`src/rtl/mac_learning_bridge_table_unit_macros.svh`:
```
// ----------------------------------------------------------------------------
// Assertion macros for the learning bridge table
// Concurrent checks clocked on clk and disabled while rst_n is low.
// ----------------------------------------------------------------------------
`ifndef MAC_LEARNING_BRIDGE_TABLE_UNIT_MACROS_SVH
`define MAC_LEARNING_BRIDGE_TABLE_UNIT_MACROS_SVH
`ifndef SYNTHESIS
`define MLBT_ASSERT_IMP(lbl, ante, cons) \
  lbl: assert property (@(posedge clk) disable iff (!rst_n) (ante) |-> (cons)) \
    else $error("mlbt check failed");
`define MLBT_ASSERT_NXT(lbl, ante, cons) \
  lbl: assert property (@(posedge clk) disable iff (!rst_n) (ante) |=> (cons)) \
    else $error("mlbt check failed");
`else
`define MLBT_ASSERT_IMP(lbl, ante, cons)
`define MLBT_ASSERT_NXT(lbl, ante, cons)
`endif
`endif

```
`src/rtl/mlbt_pkg.sv`:
```
// ----------------------------------------------------------------------------
// mlbt_pkg
// Shared types and constants of the learning bridge table.
// ----------------------------------------------------------------------------
`default_nettype none
package mlbt_pkg;

  localparam int ADDR_W = 48;
  localparam int PORT_W = 3;
  localparam int LIFE_W = 8;
  localparam int MASK_W = 8;
  localparam int CFG_DW = 64;
  localparam int CFG_AW = 5;

  localparam logic [LIFE_W-1:0] LIFE_RST    = 8'd30;
  localparam logic [ADDR_W-1:0] NO_ENTRY_RST = 48'hFFFF_FFFF_FFFF;
  localparam logic [MASK_W-1:0] PORT_EN_RST = 8'hFF;

  typedef enum logic [1:0] {
    REG_LIFETIME = 2'd0,
    REG_NO_ENTRY = 2'd1,
    REG_PORT_EN  = 2'd2
  } reg_idx_t;

  typedef enum logic [2:0] {
    ST_CLEAR,
    ST_IDLE,
    ST_SCAN,
    ST_LEARN,
    ST_RESULT,
    ST_AGE
  } state_t;

  typedef struct packed {
    logic              valid;
    logic [ADDR_W-1:0] addr;
    logic [PORT_W-1:0] port;
    logic [LIFE_W-1:0] life;
  } entry_t;

  typedef struct packed {
    logic src_hit;
    logic dst_hit;
    logic free;
  } probe_t;

  typedef struct packed {
    logic [LIFE_W-1:0] lifetime;
    logic [ADDR_W-1:0] no_entry;
    logic [MASK_W-1:0] port_en;
  } cfg_t;

endpackage
`default_nettype wire

```
`src/rtl/mac_learning_bridge_table_unit.sv`:
```
// ----------------------------------------------------------------------------
// mac_learning_bridge_table_unit
// Learning bridge forwarding table with aging, APB-style register port.
// ----------------------------------------------------------------------------
// After reset the block runs a clearing pass over the table and holds in_ready
// low until it ends. Every item walks the table one entry per cycle through one
// shared compare/decrement unit, and that walk sets the timing. A frame passes
// the scan walk, the learn write and the result state before its result is
// registered on the output, and the next item can be transferred once the
// block is back in idle. An aging tick gives no result, and the next item can
// be transferred once its walk ends. The next item may be transferred while the
// previous result still waits on the output register; a frame that finishes
// while that result still waits holds in_ready low until out_ready frees it.
`default_nettype none
module mac_learning_bridge_table_unit #(
  parameter int TABLE_ENTRIES = 16,
  parameter int PORT_COUNT    = 8
) (
  input  wire logic                              clk,
  input  wire logic                              rst_n,
  input  wire logic                              psel,
  input  wire logic                              penable,
  input  wire logic                              pwrite,
  input  wire logic [mlbt_pkg::CFG_AW-1:0]       paddr,
  input  wire logic [mlbt_pkg::CFG_DW-1:0]       pwdata,
  output logic [mlbt_pkg::CFG_DW-1:0]            prdata,
  output logic                                   pready,
  input  wire logic                              in_valid,
  output logic                                   in_ready,
  input  wire logic                              in_operation,
  input  wire logic [mlbt_pkg::ADDR_W-1:0]       in_source_address,
  input  wire logic [mlbt_pkg::ADDR_W-1:0]       in_destination_address,
  input  wire logic [mlbt_pkg::PORT_W-1:0]       in_ingress_port,
  output logic                                   out_valid,
  input  wire logic                              out_ready,
  output logic [mlbt_pkg::MASK_W-1:0]            out_forward_mask,
  output logic                                   out_flooded,
  output logic                                   out_learn_dropped
);

  localparam int IDX_W = $clog2(TABLE_ENTRIES);

  mlbt_pkg::cfg_t       cfg_r;
  mlbt_pkg::reg_idx_t   reg_idx;
  logic                 cfg_wr;

  logic                 ram_we;
  logic [IDX_W-1:0]     ram_waddr;
  logic [IDX_W-1:0]     ram_raddr;
  mlbt_pkg::entry_t     ram_wdata;
  mlbt_pkg::entry_t     ram_rdata;
  mlbt_pkg::entry_t     aged;
  mlbt_pkg::probe_t     probe;
  logic [mlbt_pkg::ADDR_W-1:0] key_src;
  logic [mlbt_pkg::ADDR_W-1:0] key_dst;

  assign pready  = 1'b1;
  assign reg_idx = mlbt_pkg::reg_idx_t'(paddr[4:3]);
  assign cfg_wr  = psel && penable && pwrite && pready;

  always_ff @(posedge clk) begin
    if (!rst_n) begin
      cfg_r.lifetime <= mlbt_pkg::LIFE_RST;
      cfg_r.no_entry <= mlbt_pkg::NO_ENTRY_RST;
      cfg_r.port_en  <= mlbt_pkg::PORT_EN_RST;
    end else if (cfg_wr) begin
      unique case (reg_idx)
        mlbt_pkg::REG_LIFETIME: cfg_r.lifetime <= pwdata[mlbt_pkg::LIFE_W-1:0];
        mlbt_pkg::REG_NO_ENTRY: cfg_r.no_entry <= pwdata[mlbt_pkg::ADDR_W-1:0];
        mlbt_pkg::REG_PORT_EN:  cfg_r.port_en  <= pwdata[mlbt_pkg::MASK_W-1:0];
        default:                cfg_r          <= cfg_r;
      endcase
    end
  end

  always_comb begin
    unique case (reg_idx)
      mlbt_pkg::REG_LIFETIME: prdata = mlbt_pkg::CFG_DW'(cfg_r.lifetime);
      mlbt_pkg::REG_NO_ENTRY: prdata = mlbt_pkg::CFG_DW'(cfg_r.no_entry);
      mlbt_pkg::REG_PORT_EN:  prdata = mlbt_pkg::CFG_DW'(cfg_r.port_en);
      default:                prdata = '0;
    endcase
  end

  mlbt_entry_ram #(
    .TABLE_ENTRIES(TABLE_ENTRIES),
    .IDX_W        (IDX_W)
  ) u_ram (
    .clk  (clk),
    .we   (ram_we),
    .waddr(ram_waddr),
    .wdata(ram_wdata),
    .raddr(ram_raddr),
    .rdata(ram_rdata)
  );

  mlbt_entry_unit u_unit (
    .entry(ram_rdata),
    .src  (key_src),
    .dst  (key_dst),
    .probe(probe),
    .aged (aged)
  );

  mlbt_ctrl #(
    .TABLE_ENTRIES(TABLE_ENTRIES),
    .PORT_COUNT   (PORT_COUNT),
    .IDX_W        (IDX_W)
  ) u_ctrl (
    .clk                   (clk),
    .rst_n                 (rst_n),
    .cfg                   (cfg_r),
    .in_valid              (in_valid),
    .in_ready              (in_ready),
    .in_operation          (in_operation),
    .in_source_address     (in_source_address),
    .in_destination_address(in_destination_address),
    .in_ingress_port       (in_ingress_port),
    .out_valid             (out_valid),
    .out_ready             (out_ready),
    .out_forward_mask      (out_forward_mask),
    .out_flooded           (out_flooded),
    .out_learn_dropped     (out_learn_dropped),
    .ram_we                (ram_we),
    .ram_waddr             (ram_waddr),
    .ram_wdata             (ram_wdata),
    .ram_raddr             (ram_raddr),
    .ram_rdata             (ram_rdata),
    .key_src               (key_src),
    .key_dst               (key_dst),
    .probe                 (probe),
    .aged                  (aged)
  );

endmodule
`default_nettype wire

```
`src/rtl/mlbt_entry_ram.sv`:
```
// ----------------------------------------------------------------------------
// mlbt_entry_ram
// Table storage: one write port, one read port with registered read data.
// ----------------------------------------------------------------------------
`default_nettype none
module mlbt_entry_ram #(
  parameter int TABLE_ENTRIES = 16,
  parameter int IDX_W         = $clog2(TABLE_ENTRIES)
) (
  input  wire logic                  clk,
  input  wire logic                  we,
  input  wire logic [IDX_W-1:0]      waddr,
  input  wire mlbt_pkg::entry_t      wdata,
  input  wire logic [IDX_W-1:0]      raddr,
  output mlbt_pkg::entry_t           rdata
);

  mlbt_pkg::entry_t mem_r [TABLE_ENTRIES];
  mlbt_pkg::entry_t rdata_r;

  always_ff @(posedge clk) begin
    if (we) begin
      mem_r[waddr] <= wdata;
    end
    rdata_r <= mem_r[raddr];
  end

  assign rdata = rdata_r;

endmodule
`default_nettype wire

```
`src/rtl/mlbt_entry_unit.sv`:
```
// ----------------------------------------------------------------------------
// mlbt_entry_unit
// Shared per-entry unit: address compares and lifetime decrement.
// ----------------------------------------------------------------------------
`default_nettype none
module mlbt_entry_unit (
  input  wire mlbt_pkg::entry_t                  entry,
  input  wire logic [mlbt_pkg::ADDR_W-1:0]       src,
  input  wire logic [mlbt_pkg::ADDR_W-1:0]       dst,
  output mlbt_pkg::probe_t                       probe,
  output mlbt_pkg::entry_t                       aged
);

  always_comb begin
    probe.src_hit = entry.valid && (entry.addr == src);
    probe.dst_hit = entry.valid && (entry.addr == dst);
    probe.free    = !entry.valid;
  end

  // lifetime of 0 or 1 expires on this tick
  always_comb begin
    aged = entry;
    if (entry.valid) begin
      if (entry.life <= mlbt_pkg::LIFE_W'(1)) begin
        aged.valid = 1'b0;
        aged.life  = '0;
      end else begin
        aged.life = entry.life - mlbt_pkg::LIFE_W'(1);
      end
    end
  end

endmodule
`default_nettype wire

```
`src/rtl/mlbt_ctrl.sv`:
```
// ----------------------------------------------------------------------------
// mlbt_ctrl
// Sequencer: clearing pass, table walk for learn/lookup and aging, result reg.
// ----------------------------------------------------------------------------
`default_nettype none
`include "mac_learning_bridge_table_unit_macros.svh"
module mlbt_ctrl #(
  parameter int TABLE_ENTRIES = 16,
  parameter int PORT_COUNT    = 8,
  parameter int IDX_W         = $clog2(TABLE_ENTRIES)
) (
  input  wire logic                              clk,
  input  wire logic                              rst_n,
  input  wire mlbt_pkg::cfg_t                    cfg,
  input  wire logic                              in_valid,
  output logic                                   in_ready,
  input  wire logic                              in_operation,
  input  wire logic [mlbt_pkg::ADDR_W-1:0]       in_source_address,
  input  wire logic [mlbt_pkg::ADDR_W-1:0]       in_destination_address,
  input  wire logic [mlbt_pkg::PORT_W-1:0]       in_ingress_port,
  output logic                                   out_valid,
  input  wire logic                              out_ready,
  output logic [mlbt_pkg::MASK_W-1:0]            out_forward_mask,
  output logic                                   out_flooded,
  output logic                                   out_learn_dropped,
  output logic                                   ram_we,
  output logic [IDX_W-1:0]                       ram_waddr,
  output mlbt_pkg::entry_t                       ram_wdata,
  output logic [IDX_W-1:0]                       ram_raddr,
  input  wire mlbt_pkg::entry_t                  ram_rdata,
  output logic [mlbt_pkg::ADDR_W-1:0]            key_src,
  output logic [mlbt_pkg::ADDR_W-1:0]            key_dst,
  input  wire mlbt_pkg::probe_t                  probe,
  input  wire mlbt_pkg::entry_t                  aged
);

  localparam logic [IDX_W:0] CNT_END = (IDX_W+1)'(TABLE_ENTRIES);

  mlbt_pkg::state_t state_r, state_nxt;

  logic [IDX_W:0]                 cnt_r;
  logic                           cnt_done;
  logic                           issue;
  logic                           pend_r;
  logic [IDX_W-1:0]               pend_idx_r;
  logic [mlbt_pkg::ADDR_W-1:0]    src_r;
  logic [mlbt_pkg::ADDR_W-1:0]    dst_r;
  logic [mlbt_pkg::PORT_W-1:0]    port_r;
  logic                           src_found_r;
  logic [IDX_W-1:0]               src_idx_r;
  logic                           free_found_r;
  logic [IDX_W-1:0]               free_idx_r;
  logic                           dst_found_r;
  logic [mlbt_pkg::PORT_W-1:0]    dst_port_r;
  logic                           dropped_r;
  logic                           out_valid_r;
  logic [mlbt_pkg::MASK_W-1:0]    out_mask_r;
  logic                           out_flood_r;
  logic                           out_drop_r;
  logic                           out_free;
  logic                           accept;
  logic                           learn_ok;
  logic [mlbt_pkg::MASK_W-1:0]    exist_mask;
  logic                           self_hit;
  logic                           known;
  logic [mlbt_pkg::PORT_W-1:0]    known_port;
  logic [mlbt_pkg::MASK_W-1:0]    res_mask;

  assign cnt_done = (cnt_r == CNT_END);
  assign out_free = !out_valid_r || out_ready;
  assign accept   = in_valid && in_ready;
  assign learn_ok = src_found_r || free_found_r;
  assign key_src  = src_r;
  assign key_dst  = dst_r;

  always_comb begin
    for (int i = 0; i < mlbt_pkg::MASK_W; i++) begin
      exist_mask[i] = (i < PORT_COUNT);
    end
  end

  // next state
  always_comb begin
    state_nxt = state_r;
    unique case (state_r)
      mlbt_pkg::ST_CLEAR:  if (cnt_done) state_nxt = mlbt_pkg::ST_IDLE;
      mlbt_pkg::ST_IDLE: begin
        if (in_valid) begin
          state_nxt = in_operation ? mlbt_pkg::ST_AGE : mlbt_pkg::ST_SCAN;
        end
      end
      mlbt_pkg::ST_SCAN:   if (cnt_done) state_nxt = mlbt_pkg::ST_LEARN;
      mlbt_pkg::ST_LEARN:  state_nxt = mlbt_pkg::ST_RESULT;
      mlbt_pkg::ST_RESULT: if (out_free) state_nxt = mlbt_pkg::ST_IDLE;
      mlbt_pkg::ST_AGE:    if (cnt_done) state_nxt = mlbt_pkg::ST_IDLE;
      default:             state_nxt = mlbt_pkg::ST_IDLE;
    endcase
  end

  // outputs
  always_comb begin
    in_ready  = 1'b0;
    issue     = 1'b0;
    ram_we    = 1'b0;
    ram_waddr = cnt_r[IDX_W-1:0];
    ram_wdata = '0;
    ram_raddr = cnt_r[IDX_W-1:0];
    unique case (state_r)
      mlbt_pkg::ST_CLEAR: begin
        ram_we = !cnt_done;
      end
      mlbt_pkg::ST_IDLE: begin
        in_ready = 1'b1;
      end
      mlbt_pkg::ST_SCAN: begin
        issue = !cnt_done;
      end
      mlbt_pkg::ST_LEARN: begin
        ram_we          = learn_ok;
        ram_waddr       = src_found_r ? src_idx_r : free_idx_r;
        ram_wdata.valid = 1'b1;
        ram_wdata.addr  = src_r;
        ram_wdata.port  = port_r;
        ram_wdata.life  = cfg.lifetime;
      end
      mlbt_pkg::ST_RESULT: begin
        in_ready = 1'b0;
      end
      mlbt_pkg::ST_AGE: begin
        issue     = !cnt_done;
        ram_we    = pend_r && ram_rdata.valid;
        ram_waddr = pend_idx_r;
        ram_wdata = aged;
      end
      default: begin
        in_ready = 1'b0;
      end
    endcase
  end

  // result of the lookup; a hit on the source just learned uses the ingress port
  always_comb begin
    self_hit   = !dropped_r && (dst_r == src_r);
    known      = (dst_r != cfg.no_entry) && (self_hit || dst_found_r);
    known_port = self_hit ? port_r : dst_port_r;
    if (known) begin
      res_mask = mlbt_pkg::MASK_W'(1) << known_port;
    end else begin
      res_mask = cfg.port_en & ~(mlbt_pkg::MASK_W'(1) << port_r);
    end
    res_mask = res_mask & exist_mask;
  end

  always_ff @(posedge clk) begin
    if (!rst_n) begin
      state_r     <= mlbt_pkg::ST_CLEAR;
      cnt_r       <= '0;
      pend_r      <= 1'b0;
      out_valid_r <= 1'b0;
    end else begin
      state_r <= state_nxt;
      pend_r  <= issue;
      if (accept) begin
        cnt_r <= '0;
      end else if (issue || (state_r == mlbt_pkg::ST_CLEAR && !cnt_done)) begin
        cnt_r <= cnt_r + (IDX_W+1)'(1);
      end
      if (state_r == mlbt_pkg::ST_RESULT && out_free) begin
        out_valid_r <= 1'b1;
      end else if (out_ready) begin
        out_valid_r <= 1'b0;
      end
    end
  end

  always_ff @(posedge clk) begin
    pend_idx_r <= cnt_r[IDX_W-1:0];
    if (accept) begin
      src_r        <= in_source_address;
      dst_r        <= in_destination_address;
      port_r       <= in_ingress_port;
      src_found_r  <= 1'b0;
      free_found_r <= 1'b0;
      dst_found_r  <= 1'b0;
    end else if (state_r == mlbt_pkg::ST_SCAN && pend_r) begin
      if (probe.src_hit && !src_found_r) begin
        src_found_r <= 1'b1;
        src_idx_r   <= pend_idx_r;
      end
      // lowest free entry wins
      if (probe.free && !free_found_r) begin
        free_found_r <= 1'b1;
        free_idx_r   <= pend_idx_r;
      end
      if (probe.dst_hit) begin
        dst_found_r <= 1'b1;
        dst_port_r  <= ram_rdata.port;
      end
    end
    if (state_r == mlbt_pkg::ST_LEARN) begin
      dropped_r <= !learn_ok;
    end
    if (state_r == mlbt_pkg::ST_RESULT && out_free) begin
      out_mask_r  <= res_mask;
      out_flood_r <= !known;
      out_drop_r  <= dropped_r;
    end
  end

  assign out_valid         = out_valid_r;
  assign out_forward_mask  = out_mask_r;
  assign out_flooded       = out_flood_r;
  assign out_learn_dropped = out_drop_r;

  `MLBT_ASSERT_IMP(a_no_write_in_scan, state_r == mlbt_pkg::ST_SCAN, !ram_we)
  `MLBT_ASSERT_IMP(a_drop_no_write, state_r == mlbt_pkg::ST_LEARN && !learn_ok, !ram_we)
  `MLBT_ASSERT_IMP(a_idle_no_pending, in_ready, !pend_r)
  `MLBT_ASSERT_NXT(a_frame_starts_scan, accept && !in_operation, state_r == mlbt_pkg::ST_SCAN)

endmodule
`default_nettype wire
```
`config.mk`:
```
export PLATFORM = sky130hd
export DESIGN_NAME = mac_learning_bridge_table_unit
export DESIGN_NICKNAME = d
export VERILOG_FILES = /design/src/rtl/mlbt_pkg.sv /design/src/rtl/mac_learning_bridge_table_unit.sv /design/src/rtl/mlbt_entry_ram.sv /design/src/rtl/mlbt_entry_unit.sv /design/src/rtl/mlbt_ctrl.sv
export VERILOG_INCLUDE_DIRS = /design/src /design/src/rtl
export SDC_FILE = /design/constraint.sdc
export NUM_CORES = 1
export LEC_CHECK = 0
export BUFFER_PORTS_ARGS = -buffer_cell sky130_fd_sc_hd__buf_2
export CELL_PAD_IN_SITES_DETAIL_PLACEMENT = 1
export CELL_PAD_IN_SITES_GLOBAL_PLACEMENT = 1
export CORE_AREA = 4 4 405 407
export DETAILED_ROUTE_END_ITERATION = 6
export DIE_AREA = 0 0 409 411
export GPL_ROUTABILITY_DRIVEN = 0
export HOLD_SLACK_MARGIN = 0.1
export PLACE_DENSITY_LB_ADDON = 0.1
export SYNTH_ARGS = -nofsm -noshare
export SYNTH_HDL_FRONTEND = slang
export SYNTH_SLANG_ARGS = --single-unit
```
`constraint.sdc`:
```
create_clock -name clk -period 5.2 [get_ports clk]
set_input_delay 0.78 -clock clk [delete_from_list [all_inputs] [get_ports clk]]
set_output_delay 0.78 -clock clk [all_outputs]
set_load 0.005 [all_outputs]
```
==> impl_results.md, run 1 <==
* Slew Limit Fails at 0
* Most instantiated cells after synthesis: 1081 x edfxtp_1, 300 x mux4_2, 161 x nand2_1, 141 x dfxtp_1, 129 x xor2_1
* P_sw at 8.173 mW
* Post-Syn Area at 47800 µm²
* H-tree Lvls at 4
* Worst Path Max Fanout at 21
* Worst VDD drop at 0.0006405 V
* Final Hold Viols at 0
* CP endpoint kind: flop
* Most common cell in the synthesized netlist: edfxtp_1
* Core Util, Final at 35.29%
* R2r endpoint: u_ram.mem_r[4][7]
* Min-delay worst type: in -> reg
* Clk Latency, worst-skew pair at around 770 ps
* Yosys warnings at 0
* WL/cell at between 30 and 40 µm
* Synth Area per Inst at between 15 and 20 µm²
* Final nets at around 2900
* CTS Hold Bufs at 0
* Placeable Area at 160200 µm²
* Slew at the pin with the worst max-slew slack at between 1000 and 1500 ps
* Setup WS post-layout at 1560 ps
* Status: finished clean
* Critical Path Start: u_ctrl.state_r[2]
* PortBufs at 216
* Largest net degree at the start of global routing at 138
* Full die area at about 170000 µm²
* Netlist cell types at 58
* Clk network pwr share at between 30 and 40%
* Highest clock rate at 274.7 MHz
* Sw frac at 28.37%
* Required time of the critical path at 5570 ps
* Path type of the worst setup path: reg -> reg
* Pwr per Cell Area at 509.5 nW/µm²
* Flop pwr share at 45.0%
* Arr. time, crit path at about 4000 ps
* Initial core utilization at 29.84%
* Leakage power total at 18.08 nW
* Top cell type's share of synthesized area at 67.91%
* Antenna-violating nets left at 0
* Layout area overhead at 18.26%
* Hold_sp: in_source_address[9]
* Pre-antenna DRT Iters at 7
* Total setup buffers inserted after CTS at 0
* GR Overflow Total at 0
* CTS tree: yes
* Main synth FF type: edfxtp_1
* Final wirelength at 151.6 mm
* Pint at 20.63 mW
* Final period utilization at a little over two thirds
* Post-route insts no fill at 5032
* IO Pins at 253
* Seq cells post-synth at 1222
* Top cells by area, synth: edfxtp_1 68%, mux4_2 14%, dfxtp_1 5.9%
* Post-synth EDFFs at approximately 1100
* Post-Syn Instances at 2456
* Fillers at ~16000
* Initial antenna violation count at 16
* Total track usage at between 10% and 20%
* Worst Skew at 17.95 ps
* Worst setup SP type: flop
* RSZ-0062 raised after global routing: false
* Cts bufs inserted at approximately 140
* DR iter-0 viols at 2369
* CTS resizes at 0
* Sequential area share after synthesis at 73.81%
* Cell taking the most area after synthesis: edfxtp_1
* R2R cell count at 4
* Setup Total Neg Slack at 0 ps
* Vias per std cell at 4.932
* Reg2reg setup slack at 1560 ps
* Vias in the first global route at approximately 27000
* Setup crit end: u_ram.mem_r[4][7]
* Post-layout minimum cycle time at 3640 ps
* Clk slew on worst S/H paths at 60 ps
* Slew margin rel. at 10.73%
* Fraction of registers with async set or reset after synthesis at 0%
* Die width at 409 µm
* Remaining DRCs at 0
* DP Worst Slack at ~1600 ps
* CTS Buffer Depth at 3
* Post-placement cell count at 4773
* Root buffer cell: clkbuf_16
* Total of max-cap violations at 0
* Combinational Power Share at between 20% and 30%
* FF-to-FF Start: u_ctrl.state_r[2]
* CTS sink cnt at 1222
* Vias at 24818
* Post-DP HPWL at 91.68 mm
* Row cnt at 147
* Final setup vio count at 0
* Layout cells sized above 1 at 28.47%
* Total power at 28.80 mW
* Chip Height at 411 µm
* First-pass GRT wire length at 212.2 mm
==> per-stage QoR <==
step                instance area (µm²)  hold WS (ps)
CTS                               56510         105.3
floorplan                         47860         358.1
global placement                  51870         434.1
detailed placement                51870         437.6
finish                            56530         185.5
global route                      56510         118.1
==> layout make-up <==
| cell class | count | area, µm² | area share (%) |
|---|---|---|---|
| sequential | 1222 | 35300 | 62.44 |
| multi-input combinational | 1090 | 11970 | 21.18 |
| clock buffer | 188 | 3875 | 6.855 |
| tap | 2160 | 2703 | 4.781 |
| timing repair buffer | 274 | 1792 | 3.169 |
| clock inverter | 62 | 763.2 | 1.350 |
| inverter | 27 | 103.9 | 0.1837 |
| antenna | 9 | 22.52 | 0.03984 |
==> sequential cells by signal, indices dropped and copies added (netlist names), 4 cells and up <==
signal and flops:
u_ctrl.cnt_r 5, u_ctrl.pend_idx_r 4, u_ctrl.key_dst 48, u_ctrl.src_idx_r 4, u_ctrl.key_src 48, u_ram.mem_r 960
u_ram.rdata 60, cfg_r 64, u_ctrl.free_idx_r 4, u_ctrl.out_forward_mask 8
==> critical path, stage by stage (launching register included) <==
cell,delay (ps)
dfxtp_1,860
nand3_1,790
nor2_1,360
nor2_1,170
o21ai_1,1050
==> metal layers <==
metal  track usage [%]  vias to the layer above  wire length [µm]
li1                  -                    10442                 -
met4             3.468                        8              2263
met3             3.764                      147              7516
met1             25.01                    13581             69570
met5                 0                        -                40
met2             29.26                      640             72220
==> power groups by stage <==
| stage | clock [mW] | sequential, mW | combinational (mW) |
|---|---|---|---|
| after floorplan | 0 | 12.6 | 4.25 |
| after global placement | 0 | 13.2 | 6.03 |
| after detailed placement | 0 | 13.2 | 6.08 |
| after CTS | 10.2 | 13.0 | 6.11 |
| after global routing | 10.6 | 13.1 | 6.37 |
| final | 9.90 | 13.0 | 5.93 |
==> worst min path at each step <==
stage	to	slack, ps	cells after the start
after floorplan	u_ctrl.pend_idx_r[3]	360	0
after global placement	u_ctrl.free_idx_r[2]	430	0
after detailed placement	u_ctrl.dst_port_r[2]	440	0
after CTS	u_ctrl.key_src[9]	110	1
after global routing	u_ctrl.key_dst[28]	120	1
final	u_ctrl.key_src[9]	190	1
==> cells in the final DEF, fill, tap and decap left out, types with 23 or more instances in the layout <==
| cell type | Yosys | layout |
|---|---|---|
| edfxtp_1 | 1081 | 1081 |
| mux4_2 | 300 | 300 |
| buf_2 | 29 | 216 |
| nand2_1 | 161 | 161 |
| clkbuf_16 | 0 | 141 |
| dfxtp_1 | 141 | 137 |
| xor2_1 | 129 | 129 |
| nand3_1 | 61 | 61 |
| xnor2_1 | 57 | 57 |
| a22o_1 | 47 | 47 |
| and2_1 | 46 | 46 |
| nor4_1 | 38 | 37 |
| buf_4 | 17 | 36 |
| nor2_1 | 53 | 35 |
| clkbuf_1 | 71 | 30 |
| nand4_1 | 24 | 24 |
| inv_1 | 24 | 23 |
==> kinds of logic (layout without fill, tap and decap cells) <==
logic type | Yosys count | in the layout | synth area share (%)
fa+ha+maj | 4 | 4 | 0.1047
compound gates | 131 | 131 | 2.084
mux | 321 | 321 | 14.58
other cells | 2 | 26 | 0.01571
xor+xnor | 186 | 186 | 3.408
buf+inv | 159 | 551 | 1.568
flops | 1222 | 1222 | 73.81
simple gates | 431 | 431 | 4.431
Power figures use the tool's default switching activity.
==> inputs of run 2 (changes only) <==
- clock period: 5.2 -> 3.45 ns (I/O delays scaled with it)
==> impl_results.md, run 2 (same netlist as run 1, synthesis figures left out) <==
* Cts bufs inserted at approximately 140
* Reg2reg setup slack at roughly 400 ps
* Antenna-violating nets left at 0
* Most frequent cells in the layout: 1081 x edfxtp_1, 300 x mux4_2, 216 x buf_2, 161 x nand2_1, 147 x dlygate4sd3_1
* Full die area at 168100 µm²
* Worst Skew at 27.57 ps
* Clk Latency, worst-skew pair at 760 ps
* Total track usage at 18.22%
* CTS Hold Bufs at approximately 150
* Slew Limit Fails at 0
* DR iter-0 viols at around 2300
* Final setup vio count at 0
* First-pass GRT wire length at 216.5 mm
* Vias at 25564
* Status: finished clean
* Core Util, Final at 36.39%
* Setup WS post-layout at slightly above 400 ps
* Worst Hold Depth at 4
* R2R cell count at 6
* Largest register by flop count: u_ram.mem_r
* Die width at 409 µm
* Placeable Area at 160200 µm²
* Total setup buffers inserted after CTS at 0
* FF-to-FF Start: u_ctrl.state_r[1]
* Worst VDD drop at between 0.001 and 0.0015 V
* Layout cells sized above 1 at approximately 28%
* Worst setup SP type: flop
* Largest net degree at the start of global routing at between 100 and 150
* DP Worst Slack at 426.3 ps
* Worst Path Max Fanout at 29
* Arr. time, crit path at 3410 ps
* CP endpoint kind: flop
* H-tree Lvls at 4
* Post-DP HPWL at 96.18 mm
* Vias in the first global route at 27781
* RSZ-0062 raised after global routing: false
* Path type of the worst setup path: reg -> reg
* Root buffer cell: clkbuf_16
* Max reg flops at 960
* Slew at the pin with the worst max-slew slack at roughly 1100 ps
* Commonest non-fill, non-tap cell in the layout: edfxtp_1
* Final Hold Viols at 0
* Post-layout minimum cycle time at 3040 ps
* Highest clock rate at about 330 MHz
* GR Overflow Total at 0
* Leakage power total at ~19 nW
* Total of max-cap violations at 0
* Vias per std cell at 4.903
* Final nets at 3126
* Worst hold endpoint: u_ctrl.out_valid
* Required time of the critical path at 3820 ps
* Final period utilization at 88.12%
* Remaining DRCs at 0
* Slew margin rel. at 27.45%
* Pre-antenna DRT Iters at 5
* WL/cell at 29.53 µm
* CTS sink cnt at 1222
* Initial core utilization at 29.84%
* Final wirelength at 154.0 mm
* CTS Buffer Depth at 3
* R2r endpoint: u_ram.mem_r[8][58]
* PortBufs at roughly 220
* Chip Height at 411 µm
* CTS tree: yes
* IO Pins at ~250
* Layout area overhead at 21.95%
* Pwr per Cell Area at 741.0 nW/µm²
* Clk slew on worst S/H paths at 60 ps
* Hold_sp: out_ready
* Min-delay worst type: in -> reg
* CTS resizes at 0
* Row cnt at around 150
* Initial antenna violation count at 6
run 2: cell count changes in the layout (fill, tap and decap cells not counted), sizes merged:
cell and delta:
diode -8, dlygate4sd3 +147, bufinv -1, buf +48, clkinvlp -3, clkinv +7, inv -5, clkbuf -3
run 2: final cells by class:
cell class	count	area [µm²]
fill	15737	101900
tap	2160	2703
clock buffer	185	3710
clock inverter	60	654.4
sequential	1222	35300
antenna	1	2.502
timing repair buffer	469	3849
multi-input combinational	1090	11970
inverter	27	103.9
run 2: critical path, cell delays in order, from the launching register on:
cell      delay, ps
dfxtp_1         590
nand2b_1        390
o22ai_1         170
a211oi_1        370
nand2_1         320
nor2_4          210
buf_4           580
run 2: power breakdown:
part / internal, mW / total, mW / switching [mW]
sequential: 18.0 / 19.4 / 1.32
clock: 8.44 / 14.3 / 5.87
combinational: 4.42 / 9.52 / 5.10
total: 30.9 / 43.2 / 12.3
run 2: worst max path at each step:
stage | from | endpoint | cells after the start
finish | u_ctrl.state_r[1] | u_ram.mem_r[8][58] | 6
floorplan | u_ctrl.cnt_r[0] | u_ram.mem_r[13][0] | 11
global route | u_ctrl.cnt_r[1] | u_ram.mem_r[0][7] | 10
global placement | u_ctrl.cnt_r[1] | u_ram.mem_r[0][4] | 10
detailed placement | u_ctrl.cnt_r[1] | u_ram.mem_r[0][4] | 10
CTS | u_ctrl.cnt_r[1] | u_ram.mem_r[0][7] | 10
run 2: per-stage QoR:
step                instances  total power, mW  hold slack, ps  area (µm²)  TNS [ps]
finish                   5214            43.20           226.2       58290         0
global placement         4821            29.16           408.9       52460         0
global route             5214            45.09           214.1       58290         0
floorplan                2471            25.38           358.1       47900   -349550
detailed placement       4821            29.32           409.9       52460         0
CTS                      5213            43.96           160.3       58290         0
run 2: layer usage:
metal | global-route usage (%) | up-vias | share of wire [%]
met1 | 25.60 | 13839 | 46
met5 | 0 | - | 0
met2 | 29.55 | 723 | 47
met4 | 4.363 | 0 | 2.2
li1 | - | 10814 | -
met3 | 3.133 | 188 | 4.6
